### src/sv/indexed_min_heap_defines.svh
// Assertion macros for the indexed min-heap block
`ifndef INDEXED_MIN_HEAP_DEFINES_SVH
`define INDEXED_MIN_HEAP_DEFINES_SVH

// Same-cycle implication, checked outside reset
`define IMH_ASSERT_NOW(lbl, ante, cons, msg) \
    lbl: assert property (@(posedge i_clk) disable iff (!i_rst_n) (ante) |-> (cons)) \
        else $error(msg);

// Next-cycle implication, checked outside reset
`define IMH_ASSERT_NEXT(lbl, ante, cons, msg) \
    lbl: assert property (@(posedge i_clk) disable iff (!i_rst_n) (ante) |=> (cons)) \
        else $error(msg);

`endif

### src/sv/imh_pkg.sv
// Shared types and codes for the indexed min-heap
`default_nettype none
package imh_pkg;

    // Result status codes
    typedef enum logic [1:0] {
        ST_OK        = 2'd0,
        ST_FULL      = 2'd1,
        ST_NOT_FOUND = 2'd2,
        ST_DUPLICATE = 2'd3
    } t_status;

    // Datapath commands issued by the controller
    typedef enum logic [3:0] {
        DP_NOP,
        DP_LOAD,      // capture key, clear slot index
        DP_RD_IDX,    // read slot at index
        DP_IDX_INC,   // step search index
        DP_RD_PAR,    // read parent of index
        DP_MOVE_UP,   // write read word at index, index to parent
        DP_WR_KEY,    // write held key at index
        DP_SET_INS,   // index to size, size up by one
        DP_DEC,       // size down by one
        DP_RD_LAST,   // read slot at size
        DP_LAST_KEY,  // held key takes read word, index to root
        DP_RD_L,      // read left child
        DP_CAP_L,     // hold left child, read right child
        DP_CHOOSE,    // keep smaller child
        DP_MOVE_DN    // write child at index, index to child
    } t_dp_op;

    // Datapath flags back to the controller
    typedef struct packed {
        logic match;
        logic idx_lt_size;
        logic full;
        logic idx_zero;
        logic par_gt_key;
        logic left_lt_size;
        logic key_gt_child;
        logic size_zero;
    } t_dp_stat;

    localparam logic [31:0] EMPTY_MIN = 32'hFFFF_FFFF;

endpackage
`default_nettype wire

### src/sv/imh_ctrl.sv
// Heap controller: search, sift-up, force-to-root and sift-down sequencing
`default_nettype none
module imh_ctrl (
    input  wire logic              i_clk,
    input  wire logic              i_rst_n,
    input  wire logic              i_in_valid,
    input  wire logic              i_in_del,
    output logic                   o_in_ready,
    output logic                   o_out_valid,
    input  wire logic              i_out_ready,
    output imh_pkg::t_status       o_status,
    input  wire imh_pkg::t_dp_stat i_stat,
    output imh_pkg::t_dp_op        o_op
);
    import imh_pkg::*;

    typedef enum logic [13:0] {
        S_IDLE   = 14'b00000000000001,
        S_SRD    = 14'b00000000000010,
        S_SCMP   = 14'b00000000000100,
        S_UP_CHK = 14'b00000000001000,
        S_UP_CMP = 14'b00000000010000,
        S_DEL_UP = 14'b00000000100000,
        S_DEL_MV = 14'b00000001000000,
        S_POP    = 14'b00000010000000,
        S_POP_W  = 14'b00000100000000,
        S_DN_CHK = 14'b00001000000000,
        S_DN_L   = 14'b00010000000000,
        S_DN_R   = 14'b00100000000000,
        S_DN_CMP = 14'b01000000000000,
        S_RESP   = 14'b10000000000000
    } t_state;

    t_state  r_state, n_state;
    t_status r_status, n_status;
    logic    r_del, n_del;

    // Next state and datapath command
    always_comb begin
        n_state  = r_state;
        n_status = r_status;
        n_del    = r_del;
        o_op     = DP_NOP;
        unique case (r_state)
            S_IDLE: begin
                if (i_in_valid) begin
                    o_op    = DP_LOAD;
                    n_del   = i_in_del;
                    n_state = S_SRD;
                end
            end
            S_SRD: begin
                if (i_stat.idx_lt_size) begin
                    o_op    = DP_RD_IDX;
                    n_state = S_SCMP;
                end else if (r_del) begin
                    n_status = ST_NOT_FOUND;
                    n_state  = S_RESP;
                end else if (i_stat.full) begin
                    n_status = ST_FULL;
                    n_state  = S_RESP;
                end else begin
                    o_op    = DP_SET_INS;
                    n_state = S_UP_CHK;
                end
            end
            S_SCMP: begin
                if (!i_stat.match) begin
                    o_op    = DP_IDX_INC;
                    n_state = S_SRD;
                end else if (r_del) begin
                    n_state = S_DEL_UP;
                end else begin
                    n_status = ST_DUPLICATE;
                    n_state  = S_RESP;
                end
            end
            S_UP_CHK: begin
                if (i_stat.idx_zero) begin
                    o_op     = DP_WR_KEY;
                    n_status = ST_OK;
                    n_state  = S_RESP;
                end else begin
                    o_op    = DP_RD_PAR;
                    n_state = S_UP_CMP;
                end
            end
            S_UP_CMP: begin
                if (i_stat.par_gt_key) begin
                    o_op    = DP_MOVE_UP;
                    n_state = S_UP_CHK;
                end else begin
                    o_op     = DP_WR_KEY;
                    n_status = ST_OK;
                    n_state  = S_RESP;
                end
            end
            S_DEL_UP: begin
                if (i_stat.idx_zero) begin
                    o_op    = DP_DEC;
                    n_state = S_POP;
                end else begin
                    o_op    = DP_RD_PAR;
                    n_state = S_DEL_MV;
                end
            end
            S_DEL_MV: begin
                o_op    = DP_MOVE_UP;
                n_state = S_DEL_UP;
            end
            S_POP: begin
                n_status = ST_OK;
                if (i_stat.size_zero) begin
                    n_state = S_RESP;
                end else begin
                    o_op    = DP_RD_LAST;
                    n_state = S_POP_W;
                end
            end
            S_POP_W: begin
                o_op    = DP_LAST_KEY;
                n_state = S_DN_CHK;
            end
            S_DN_CHK: begin
                if (i_stat.left_lt_size) begin
                    o_op    = DP_RD_L;
                    n_state = S_DN_L;
                end else begin
                    o_op    = DP_WR_KEY;
                    n_state = S_RESP;
                end
            end
            S_DN_L: begin
                o_op    = DP_CAP_L;
                n_state = S_DN_R;
            end
            S_DN_R: begin
                o_op    = DP_CHOOSE;
                n_state = S_DN_CMP;
            end
            S_DN_CMP: begin
                if (i_stat.key_gt_child) begin
                    o_op    = DP_MOVE_DN;
                    n_state = S_DN_CHK;
                end else begin
                    o_op    = DP_WR_KEY;
                    n_state = S_RESP;
                end
            end
            S_RESP: begin
                if (i_out_ready) begin
                    n_state = S_IDLE;
                end
            end
            default: n_state = S_IDLE;
        endcase
    end

    always_ff @(posedge i_clk) begin
        if (!i_rst_n) begin
            r_state <= S_IDLE;
        end else begin
            r_state <= n_state;
        end
        r_status <= n_status;
        r_del    <= n_del;
    end

    assign o_in_ready  = (r_state == S_IDLE);
    assign o_out_valid = (r_state == S_RESP);
    assign o_status    = r_status;
endmodule
`default_nettype wire
### config.mk
export PLATFORM = sky130hd
export DESIGN_NAME = imh_ctrl
export DESIGN_NICKNAME = d
export VERILOG_FILES = /design/src/sv/indexed_min_heap_defines.svh /design/src/sv/imh_pkg.sv /design/src/sv/imh_ctrl.sv
export SDC_FILE = /design/constraint.sdc
export NUM_CORES = 1
export LEC_CHECK = 0
export BUFFER_PORTS_ARGS = -buffer_cell sky130_fd_sc_hd__buf_4
export CAP_MARGIN = 5
export CELL_PAD_IN_SITES_DETAIL_PLACEMENT = 0
export CELL_PAD_IN_SITES_GLOBAL_PLACEMENT = 1
export CORE_ASPECT_RATIO = 0.75
export CORE_MARGIN = 5
export CORE_UTILIZATION = 43
export CTS_BUF_LIST = sky130_fd_sc_hd__clkbuf_16
export DETAILED_ROUTE_END_ITERATION = 7
export PLACE_DENSITY_LB_ADDON = 0.05
export SLEW_MARGIN = 20
export SYNTH_ARGS = -nofsm -noshare
export SYNTH_HDL_FRONTEND = slang
export SYNTH_SLANG_ARGS = --single-unit
### constraint.sdc
create_clock -name i_clk -period 4.8 [get_ports i_clk]
set_input_delay 0.72 -clock i_clk [delete_from_list [all_inputs] [get_ports i_clk]]
set_output_delay 0.72 -clock i_clk [all_outputs]
set_load 0.01 [all_outputs]
; Yosys cells after proc, flatten, opt, wreduce, memory -nomap -nowiden
; Cells that the tools add are included.
[word_totals]
ff_bits = 17
out_inout_bits = 8
elab_cells = 63
in_bits = 13
[classes]
eq_ne = 22
n_mux = 34
reduce_logical = 4
[ops]
columns = op, n
row1 = $pmux W14 S14, 1
row2 = $mux W14, 12
row3 = $pmux W4 S13, 1
row4 = $mux W2, 10
row5 = $mux W4, 4
row6 = $eq A14 B1 Y1 const B, 1
row7 = $eq A14 B10 Y1 const B, 1
row8 = $eq A14 B11 Y1 const B, 1
row9 = $eq A14 B12 Y1 const B, 1
row10 = $eq A14 B13 Y1 const B, 1
row11 = $eq A14 B14 Y1 const B, 1
row12 = $eq A14 B2 Y1 const B, 1
row13 = $eq A14 B3 Y1 const B, 1
row14 = $eq A14 B4 Y1 const B, 1
row15 = $eq A14 B5 Y1 const B, 1
row16 = $eq A14 B6 Y1 const B, 1
row17 = $eq A14 B7 Y1 const B, 1
row18 = $eq A14 B8 Y1 const B, 1
row19 = $eq A14 B9 Y1 const B, 1
row20 = $ne A2 B2 Y1 const B, 6
row21 = $pmux W2 S5, 1
row22 = $mux W3, 3
row23 = $mux W8, 1
row24 = $reduce_and A7 Y1, 1
row25 = other kinds (5), 6

; Logic depth before layout (Yosys ltp)
[logic_depth]
word_depth = 4
depth_mapped = 7
mapped_depth_nobuf = 6

; Least setup slack after synthesis
; OpenSTA, ideal clock, no wires.
[synth_timing]
path_type = flip-flop to output port
startpoint = register r_state[8]
endpoint = output port o_op[0]
n_path_buf = 1
arrival_ns = 1.552
path_stages_with_launch = 8
t_required_ns = 4.080
setup_slack_ns = 2.528
cell_sequence = dfxtp_1 -> buf_6 -> or4_4 -> nor3_2 -> nand4_1 -> clkinv_1 -> a21oi_2 -> nand4_1
[synth_between]
elab_chain_cells = 2
[synth_lines]
columns = element, line_no
row1 = start: declaration, imh_ctrl.sv:34  ; t_state r_state, n_state;
row2 = start signal: assignment, imh_ctrl.sv:163  ; r_state <= n_state;
row3 = $eq A14 B1 Y1, --
row4 = net o_in_ready, imh_ctrl.sv:8  ; output logic o_in_ready,
row5 = $pmux W4 S13, imh_ctrl.sv:44  ; unique case (r_state)
row6 = end: declaration, imh_ctrl.sv:13  ; output imh_pkg::t_dp_op o_op
; The timed path passes the listed nets, and every way through them passes these cells.

; Final worst setup path
[layout_timing]
startpoint = register r_state[4]
endpoint = output port o_op[1]
[layout_between]
elab_chain_cells = 2
[layout_lines]
columns = element, line_no
row1 = "$eq A14 B13 Y1, or another cell as far along", imh_ctrl.sv:44
row2 = $pmux W4 S13 (*), imh_ctrl.sv:44
; Mark *: on every way between the ends. The rest lies on a longest branch, timed or not.

==> results.md <==
- CTS tree: built
- Cell Rows: 16
- Hold Fails Final Rpt: 0
- Status: finished clean
- Ant diodes: 0
- Post-cts resize count: 0
- Clock Tree Buf Depth: 2
- TritonRoute pass-1 iters: 4
- Relative slew slack: 59.68%
- Drt initial violations: 104
- Initial antenna violation count: 0
- Power Density: 267.1 mW/mm2
- Port buffer count: 20
- Final wirelength: 3.333 mm
- Register area share after synthesis: 31.69%
- Share of layout cells above drive strength 1: 23.27%
- Syn Nets: 154
- Ys async rst share: 0%
- Synth top area share: 23.98%
- #FFs+latches synth: 17
- Die width: 70.20 um
- Die span in y: 55.15 um
- Hold-fix buffers, CTS: 0
- Via count: 1149
- First-pass GRT wire length: 5.533 mm
- Worst hold slack: 646.7 ps
- Crit-path max FO: 10
- Layout fillers: 256
- Unique cell type count in the Yosys netlist: 45
- Skew final: 4.473 ps
- Core ar.: 0.002603 mm2
- Main area contributors after synthesis: dfxtp_1, edfxtp_1, nor2_1
- Final setup viols: 0
- Placed wire-length estimate: 2.566 mm
- Number of enable flip-flop cells after synthesis: 3
- Routed WL per cell: 17.09 um
- Max IR drop VDD: 0.0001469 V
- Metal2 WL: 1.478 mm
- Crit path capture type: primary output
- DIE AREA: 0.003871 mm2
- Top Layer Used: met4
- Avg Cell Area, Syn: 8.288 um2
- DRC errors left: 0
- Final min period: 2998 ps
- Top cells by count, synth: nor2_1, dfxtp_1, nand2_1, o21ai_0
- Total CTS buffers: 3
- YS warnings: 0
- Total grt overflow: 0
- Worst-path clk slew: 60 ps
- Fmax achieved: 0.3336 GHz
- Max Cap Viol: 0
- Post-Syn Area: 0.001169 mm2
- Met3 routed WL: 172 um
- Clock sinks: 17
- Setup tns final: 0 ps
- Max-slew violation count: 0
- I/O Pins: 21
- Clk_lat worst skew: 250 ps
- H-Tree Level Count: 1
- RSZ-0062 raised after global routing: false
- Area Growth Syn to Fin: 20.56%
- Hold/Removal Path Class: in -> reg
- Initial core utilization: 44.90%
- Post-DRT Antenna Nets: 0
- Placer Congestion: 0.8243
- Most frequent cell after synthesis: nor2_1
- CTS Root Cell: clkbuf_16
- Via density: 5.892
- Post-Synthesis Cells: 141
- Startpoint types: register
- Leading area contributor after synthesis: dfxtp_1
- Largest net degree at the start of global routing: 11
- WS Path Type: reg -> out
- Total power: 0.0003763 W
- CP required: 4080 ps
- Vias in the first global route: 1104
- # Post-CTS Setup Buffers: 0
- Crit share post-route: 62.45%
- Top_reg_cell synth: dfxtp_1
- Crit path DAT: 2280 ps
- Layout Nets: 173
- Static Leakage: 0.5426 nW
- M1 WL: 1.647 mm
- Tot GR Track Use: 18.93%
- Worst slew pin tran: 600.3 ps
[flip-flops by register name, summed over array words and instances (netlist names)]
register	count
r_del	1
r_state	14
o_status	2
[cell usage in the layout, fill, tap and decap left out, types with 2 or more instances in the layout]
master / instances
dfxtp_1: 14
buf_4: 20
a21oi_1: 6
and2_1: 2
nand4_1: 6
or3_1: 2
xor2_1: 2
nor2_1: 21
nand4b_1: 4
nand3_1: 4
nor3_1: 6
nand2_1: 8
clkbuf_16: 3
edfxtp_1: 3
nor4_1: 5
nand2b_1: 2
and3_1: 2
a211oi_1: 2
o32ai_1: 2
inv_1: 5
xnor2_1: 2
nor2b_1: 2
nor4b_1: 4
o21ai_0: 8
nor3_2: 3
nor4_4: 3
[critical path, stage by stage (launching register included)]
cell and delay, ps:
dfxtp_1 390, nor4_4 620, nand4_1 370, o22ai_1 360, or3_1 170, buf_4 120
[kinds of logic (layout without fill, tap and decap cells)]
kind of cell           Yosys count  in the layout  share of synthesized area [%]
buffers and inverters           12             30                          4.924
AO/OA/AOI/OAI                   26             26                          14.67
multiplexers                     1              1                         0.9635
XOR/XNOR                         4              4                          2.998
flip-flops                      17             17                          31.69
AND/OR/NAND/NOR                 81             81                          44.75
[routing by layer]
metal | vias up | track usage, %
li1 | 571 | -
met1 | 540 | 24.51
met2 | 32 | 31.97
met3 | 6 | 4.693
met4 | 0 | 5.414
met5 | - | 0
[final cells by class]
| class | instances | area [um2] | share of cell area (%) |
|---|---|---|---|
| clock buffer | 3 | 75.07 | 5.329 |
| timing repair buffer | 20 | 150.1 | 10.66 |
| sequential | 17 | 370.4 | 26.29 |
| clock inverter | 1 | 5.005 | 0.3552 |
| tap | 36 | 45.04 | 3.197 |
| multi-input combinational | 112 | 740.7 | 52.58 |
| inverter | 6 | 22.52 | 1.599 |
[worst paths after layout]
check                 to       start  slack, ps  depth (start not counted)
max              o_op[1]  r_state[4]       1800                          5
min reg2reg  o_status[0]       r_del        650                          1
min                r_del    i_in_del        650                          1
max reg2reg  o_status[1]  r_state[1]       2570                          4
[per-stage QoR]
stage | setup slack [ps] | utilization, % | cells | area, um2
floorplan | 2528 | - | 141 | 1169
global placement | 2118 | 51.06 | 191 | 1329
detailed placement | 2123 | 51.06 | 191 | 1329
CTS | 1830 | 54.13 | 195 | 1409
global route | 1619 | 54.13 | 195 | 1409
finish | 1802 | 54.13 | 195 | 1409
[where the power goes]
group          internal, W  total (W)  switching (W)
Sequential        0.000149   0.000155     0.00000619
Combinational    0.0000233  0.0000516      0.0000283
Clock             0.000112   0.000170      0.0000581
Total             0.000284   0.000376      0.0000925
Note: power is estimated with default switching activity, not from simulation.
